**src/rtl/dsa_pkg.sv**
```systemverilog
// Shared constants, codes and types of the descriptor slot allocator.
`default_nettype none

package dsa_pkg;

    // Pool size and derived widths.
    localparam int CAPACITY = 1024;
    localparam int SLOT_W   = $clog2(CAPACITY);
    localparam int COUNT_W  = SLOT_W + 1;
    localparam int HANDLE_W = 64;
    localparam int SIZE_W   = 13;
    localparam int SPAN_W   = COUNT_W + SIZE_W;
    localparam int STEP_W   = $clog2(SLOT_W);
    localparam int STATUS_W = 2;
    localparam int CFG_IDX_W = 3;

    // Request modes.
    localparam logic MODE_ALLOC = 1'b0;
    localparam logic MODE_FREE  = 1'b1;

    // Configuration register indexes.
    localparam logic [CFG_IDX_W-1:0] REG_CPU_BASE      = 3'd0;
    localparam logic [CFG_IDX_W-1:0] REG_GPU_BASE      = 3'd1;
    localparam logic [CFG_IDX_W-1:0] REG_DESC_SIZE     = 3'd2;
    localparam logic [CFG_IDX_W-1:0] REG_SHADER_VIS    = 3'd3;
    localparam logic [CFG_IDX_W-1:0] REG_NUM_SLOTS     = 3'd4;

    // Reset values of the configuration registers.
    localparam logic [SIZE_W-1:0]  DESC_SIZE_RST = 13'd32;
    localparam logic [COUNT_W-1:0] NUM_SLOTS_RST = 11'd1024;

    // Result status codes.
    typedef enum logic [STATUS_W-1:0] {
        STAT_OK    = 2'd0,
        STAT_EMPTY = 2'd1,
        STAT_RANGE = 2'd2,
        STAT_FREED = 2'd3
    } status_t;

    // Request to the iterative divider.
    typedef struct packed {
        logic              start;
        logic [SPAN_W-1:0] dividend;
        logic [SIZE_W-1:0] divisor;
    } div_req_t;

    // Status of the iterative divider.
    typedef struct packed {
        logic              busy;
        logic              done;
        logic [SLOT_W-1:0] quotient;
    } div_rsp_t;

endpackage

`default_nettype wire

```
**src/rtl/dsa_divider.sv**
```systemverilog
// Restoring divider that yields one quotient bit per cycle for handle-to-slot conversion.
`default_nettype none

module dsa_divider (
    input  wire logic              clk,
    input  wire logic              rst_n,
    input  wire dsa_pkg::div_req_t req,
    output dsa_pkg::div_rsp_t      rsp
);

    logic                         busy_reg, busy_next;
    logic                         done_reg, done_next;
    logic [dsa_pkg::STEP_W-1:0]   step_reg, step_next;
    logic [dsa_pkg::SPAN_W-1:0]   rem_reg, rem_next;
    logic [dsa_pkg::SPAN_W-1:0]   dsh_reg, dsh_next;
    logic [dsa_pkg::SLOT_W-1:0]   quo_reg, quo_next;
    logic                         fits;

    // One compare and subtract per cycle, divisor walking right.
    always_comb
    begin
        fits      = (rem_reg >= dsh_reg);
        busy_next = busy_reg;
        done_next = 1'b0;
        step_next = step_reg;
        rem_next  = rem_reg;
        dsh_next  = dsh_reg;
        quo_next  = quo_reg;
        if (req.start)
        begin
            busy_next = 1'b1;
            step_next = dsa_pkg::STEP_W'(dsa_pkg::SLOT_W - 1);
            rem_next  = req.dividend;
            dsh_next  = dsa_pkg::SPAN_W'(req.divisor) << (dsa_pkg::SLOT_W - 1);
            quo_next  = '0;
        end
        else if (busy_reg)
        begin
            rem_next  = fits ? (rem_reg - dsh_reg) : rem_reg;
            quo_next  = {quo_reg[dsa_pkg::SLOT_W-2:0], fits};
            dsh_next  = dsh_reg >> 1;
            step_next = step_reg - 1'b1;
            if (step_reg == '0)
            begin
                busy_next = 1'b0;
                done_next = 1'b1;
            end
        end
    end

    // Control registers.
    always_ff @(posedge clk or negedge rst_n)
    begin
        if (!rst_n)
        begin
            busy_reg <= 1'b0;
            done_reg <= 1'b0;
        end
        else
        begin
            busy_reg <= busy_next;
            done_reg <= done_next;
        end
    end

    // Datapath registers.
    always_ff @(posedge clk)
    begin
        step_reg <= step_next;
        rem_reg  <= rem_next;
        dsh_reg  <= dsh_next;
        quo_reg  <= quo_next;
    end

    assign rsp.busy     = busy_reg;
    assign rsp.done     = done_reg;
    assign rsp.quotient = quo_reg;

endmodule

`default_nettype wire

```
**config.mk**
```make
export PLATFORM = sky130hd
export DESIGN_NAME = dsa_divider
export DESIGN_NICKNAME = d
export VERILOG_FILES = /design/src/rtl/dsa_pkg.sv /design/src/rtl/dsa_divider.sv
export SDC_FILE = /design/constraint.sdc
export NUM_CORES = 1
export LEC_CHECK = 0
export BUFFER_PORTS_ARGS = -buffer_cell sky130_fd_sc_hd__buf_2
export CAP_MARGIN = 20
export CORE_MARGIN = 2
export CORE_UTILIZATION = 30
export DETAILED_ROUTE_END_ITERATION = 12
export SLEW_MARGIN = 0
export SYNTH_ARGS = -nofsm -noshare
export SYNTH_HDL_FRONTEND = slang
export SYNTH_SLANG_ARGS = --single-unit
```
**constraint.sdc**
```tcl
create_clock -name clk -period 5.1 [get_ports clk]
set_input_delay 0.51 -clock clk [delete_from_list [all_inputs] [get_ports clk]]
set_output_delay 0.51 -clock clk [all_outputs]
set_load 0.02 [all_outputs]
```
* Word level (Yosys, flattened, before mapping)
Cells that the tools add are included.
Widths: inputs -> output; s select.
** Cells by class
- $add $sub $neg :: 2
- Magnitude comparators :: 1
- Mux-type cells :: 11
- Reduce and logical (&&, ||, !) cells :: 4
** Operators with widths (number)
- $mux 24 :: 3
- $mux 22 :: 2
- $ge 24x22->1 :: 1
- $sub 24x22->24 :: 1
- $mux 1 :: 6
- $logic_not 4->1 :: 1
- $reduce_bool 2->1 :: 2
- $sub 4x1->4 const B :: 1
- $reduce_and 2->1 :: 1
** Word-level totals
- Flip-flop bits (word level) :: 62
- Output and inout bits :: 12
- Logic and storage cells :: 25

* Depth between registers and ports, before layout
- Word-level depth :: 4
- Gate-level depth with buffers :: 10

* Least setup slack after synthesis
OpenSTA, ideal clock, no wires.
- Path type :: reg-to-reg
- From :: register rem_reg[0] (netlist name)
- To :: register rem_reg[0] (netlist name), enable pin
- Data arrival time :: 2.387 ns
- Data required time :: 4.674 ns
- Setup slack :: 2.287 ns
- Stages on the path, launching flop included :: 11
- Path buffers :: 0
- Clock period less this slack :: 2.813 ns
- Path through :: edfxtp_1 > inv_1 > ha_1 > inv_1 > fa_1 > a21o_1 > a221o_2 > nand3_1 > a311oi_1 > o21ai_0 > nand2_1
** Between the ends
- Cells in the longest elaborated chain, start to end :: 3
** RTL lines
- start, declared :: line dsa_divider.sv:14 : logic [dsa_pkg::SPAN_W-1:0] rem_reg, rem_next;
- start signal, assigned :: line dsa_divider.sv:70 : rem_reg <= rem_next;
- $ge 24x22->1 :: line dsa_divider.sv:22 : fits = (rem_reg >= dsh_reg);
- $reduce_bool 2->1 (no line)
- $reduce_and 2->1 (no line)
No other way between the ends.
A chain may end at the register's enable or synchronous reset.

* Worst setup path after layout
- From :: register rem_reg[0] (netlist name)
- To :: register rem_reg[12] (netlist name), enable pin
Same word-level chain as after synthesis.

==> results.sh <==
export IMPL_layout_cells_non_filler=650
export IMPL_synth_area_um2=3875
export IMPL_ant_nets=0
export IMPL_cellInternalPower_mw=1.582
export IMPL_seq_area_frac_synth_pct=41.85
export IMPL_async_reset_ff_share_pct=3.226
export IMPL_cp_max_fo=17
export IMPL_ys_warn_count=0
export IMPL_drt_iter0_markers=186
export IMPL_setup_tns_ns=0
export IMPL_synth_fp_nets=495
export IMPL_ys_top_cells_by_area="edfxtp_1 (29%), dfxtp_1 (12%), ha_1 (7.4%)"
export IMPL_fmax_ghz=0.3358
export IMPL_yosys_most_used_dff="edfxtp_1"
export IMPL_critPathKind="reg2reg"
export IMPL_clk_path_buf_depth=2
export IMPL_core_um2=12620
export IMPL_synthCells=431
export IMPL_rsz0062_at_grt="false"
export IMPL_postRouteWirelength_um=9048
export IMPL_drc=0
export IMPL_slew_viol_final=0
export IMPL_nNetsFinal=537
export IMPL_grt_antenna_before_repair=0
export IMPL_cp_required_ns=5.19
export IMPL_synth_mux_area_share_pct=5.521
export IMPL_clk_pin_slew_ns=0.06
export IMPL_finalSetupViolations=0
export IMPL_dp_hpwl_um=6471
export IMPL_synth_top_family_by_area="compound AO/OA/AOI/OAI gates"
export IMPL_end_kind="flop"
export IMPL_root_buffer="clkbuf_16"
export IMPL_met1_length_um=4322
export IMPL_portBuffers=51
export IMPL_start_util_pct=30.71
export IMPL_syn_to_final_growth_pct=17.79
export IMPL_synth_edff_count=37
export IMPL_synth_compound_area_share_pct=18.02
export IMPL_synthAdderAreaFrac_pct=7.943
export IMPL_fin_crit_sh_pct=58.39
export IMPL_die_h_um=117.7
export IMPL_io_pins=52
export IMPL_hp_class="in2reg"
export IMPL_antennaDiodeCount=0
export IMPL_ir_worst_vdd_mv=0.2159
export IMPL_dp_cells=632
export IMPL_tightest_slew_ns=0.7987
export IMPL_p_comb_share_pct=47.5
export IMPL_ys_types=54
export IMPL_vias=3128
export IMPL_hold_slack_ns=0.4535
export IMPL_synth_area_per_cell_um2=8.991
export IMPL_finalWeightedCongestion=0.8731
export IMPL_p_sw_share_pct=39.71
export IMPL_final_hold_viol_count=0
export IMPL_status="completed"
export IMPL_htreeDepth=3
export IMPL_cts_buffers=9
export IMPL_drtPass1Iterations=4
export IMPL_seq_power_share_pct=29.2
export IMPL_p_clk_share_pct=23.3
export IMPL_gr_total_overflow=0
export IMPL_clock_sinks=62
export IMPL_final_setup_skew_ns=0.004666
export IMPL_grt_pass1_vias=3171
export IMPL_drv_cap=0
export IMPL_ys_seq_elements=62
export IMPL_cts_tree="built"
export IMPL_wl_met2_um=4213
export IMPL_p_per_area_nw_per_um2=574.7
export IMPL_fill_cells=1316
export IMPL_drive_above_1_share_pct=16.53
export IMPL_p_leak_nw=1.998
export IMPL_synth_simple_area_share_pct=15.89
export IMPL_clock_latency_ns=0.34
export IMPL_design_die_area_um2=13840
export IMPL_cp_arrival_ns=3.07
export IMPL_period_needed_ns=2.978
export IMPL_synth_xor_area_share_pct=4.294
export IMPL_power_net_switching_mw=1.042
export IMPL_largest_reg_flops=24
export IMPL_wire_per_inst_um=13.92
export IMPL_power_total_mw=2.623
export IMPL_rows=41
export IMPL_worst_slew_margin_rel_pct=46.76
export IMPL_netlist_area_leader_share_pct=28.67
export IMPL_die_width_um=117.7
export IMPL_fin_util_pct=36.17
export IMPL_cts_repair_resized=0
export IMPL_grt_total_usage_pct=13.50
export IMPL_post_cts_buffers=0
export IMPL_vias_per_cell=4.812
export IMPL_synth_top_cell_by_area="edfxtp_1"
export IMPL_startpoint_type="flop"
export IMPL_topRoutingLayerUsed="met4"
export IMPL_wl_met3_um=356
export IMPL_grt_pass1_wl_um=15170
export IMPL_grt_max_degree=88
-- power by group through the flow --
stage / clock, mW / sequential, mW / combinational [mW]
floorplan: 0 / 0.766 / 0.973
global placement: 0 / 0.771 / 1.21
detailed placement: 0 / 0.779 / 1.22
CTS: 0.623 / 0.770 / 1.23
global route: 0.645 / 0.781 / 1.40
finish: 0.610 / 0.767 / 1.25
-- cells in the mapped netlist (all sizes together), types with 2 or more instances --
| cell type | count |
|---|---|
| nand2 | 66 |
| o21ai | 43 |
| edfxtp | 37 |
| nor2 | 33 |
| inv | 31 |
| a21oi | 28 |
| dfxtp | 23 |
| ha | 23 |
| mux2i | 18 |
| xnor2 | 15 |
| buf | 12 |
| clkbuf | 12 |
| nand4 | 7 |
| a31oi | 6 |
| o31ai | 6 |
| and3 | 5 |
| nand2b | 5 |
| nor3 | 5 |
| a211oi | 4 |
| a22o | 4 |
| nand3 | 4 |
| o211ai | 4 |
| xor2 | 4 |
| mux2 | 3 |
| o21a | 3 |
| o21bai | 3 |
| a21o | 2 |
| a311oi | 2 |
| and2 | 2 |
| dfrtp | 2 |
| nor3b | 2 |
| or2 | 2 |
-- layout by cell type (no fill, tap or decap), types with 3 or more instances in the layout --
| cell type | Yosys | layout |
|---|---|---|
| o31ai_1 | 6 | 6 |
| nand2b_1 | 5 | 5 |
| o21ai_0 | 41 | 41 |
| a31oi_1 | 5 | 5 |
| inv_1 | 31 | 31 |
| o21a_1 | 3 | 3 |
| nand3_1 | 4 | 4 |
| o211ai_1 | 4 | 4 |
| nor2_1 | 33 | 33 |
| and3_1 | 5 | 5 |
| xor2_1 | 4 | 4 |
| a22o_1 | 4 | 4 |
| mux2_2 | 3 | 3 |
| nor3_1 | 5 | 5 |
| buf_2 | 4 | 51 |
| dfxtp_1 | 23 | 23 |
| a211oi_1 | 4 | 4 |
| nand2_1 | 66 | 66 |
| a21oi_1 | 27 | 27 |
| ha_1 | 23 | 23 |
| clkbuf_16 | 0 | 10 |
| edfxtp_1 | 37 | 37 |
| mux2i_1 | 18 | 18 |
| xnor2_1 | 15 | 15 |
| o21bai_1 | 3 | 3 |
| nand4_1 | 7 | 7 |
-- area by class of cell --
cell class	count	area (µm²)	share of cell area (%)
multi-input combinational	314	2002	43.86
sequential	62	1622	35.53
timing repair buffer	55	307.8	6.743
clock buffer	11	264.0	5.784
tap	172	215.2	4.715
inverter	31	116.4	2.549
clock inverter	5	37.54	0.8224
-- final timing paths --
kind | startpoint | end | slack [ns] | cells past startpoint
min | req[13] | rem_reg[0] | 0.45 | 3
min in group asynchronous | rst_n | busy_reg | 0.50 | 2
max | rem_reg[0] | rem_reg[12] | 2.12 | 11
min reg2reg | step_reg[3] | done_reg | 0.48 | 1
max in group asynchronous | rst_n | done_reg | 4.51 | 2
max reg2reg | rem_reg[0] | rem_reg[12] | 2.12 | 11
-- per-layer routing --
metal | up-vias | GRT usage [%]
li1 | 1616 | -
met1 | 1439 | 17.16
met2 | 60 | 22.13
met3 | 13 | 3.488
met5 | - | 0
met4 | 0 | 4.819
-- worst max-delay path: stages (launching register included) --
cell	delay, ns
edfxtp_1	0.36
inv_1	0.06
ha_1	0.16
inv_1	0.05
fa_1	0.41
a21o_1	0.19
a221o_2	0.41
nand3_1	0.12
a311oi_1	0.09
o21ai_0	0.24
nand2_1	0.35
buf_16	0.29
-- logic make-up after synthesis --
group                    after synthesis
adder cells (fa/ha/maj)               24
buffers and inverters                 55
flip-flops                            62
XOR/XNOR                              19
AO/OA/AOI/OAI                        112
AND/OR/NAND/NOR                      138
multiplexers                          21
-- through the flow --
stage,worst slack [ns],cell area (µm²)
after global placement,1.873,4225
after detailed placement,1.753,4225
final,2.122,4564
after CTS,1.730,4537
after floorplan,2.287,3875
after global routing,1.876,4564
-- repair_timing --
action | 4_1_cts | 5_1_grt
setup endpoints to repair | 0 | 0
hold endpoints to repair | 2 | 0
hold buffers | 1 | 0
No activity file was read; power rests on OpenSTA's default activity.
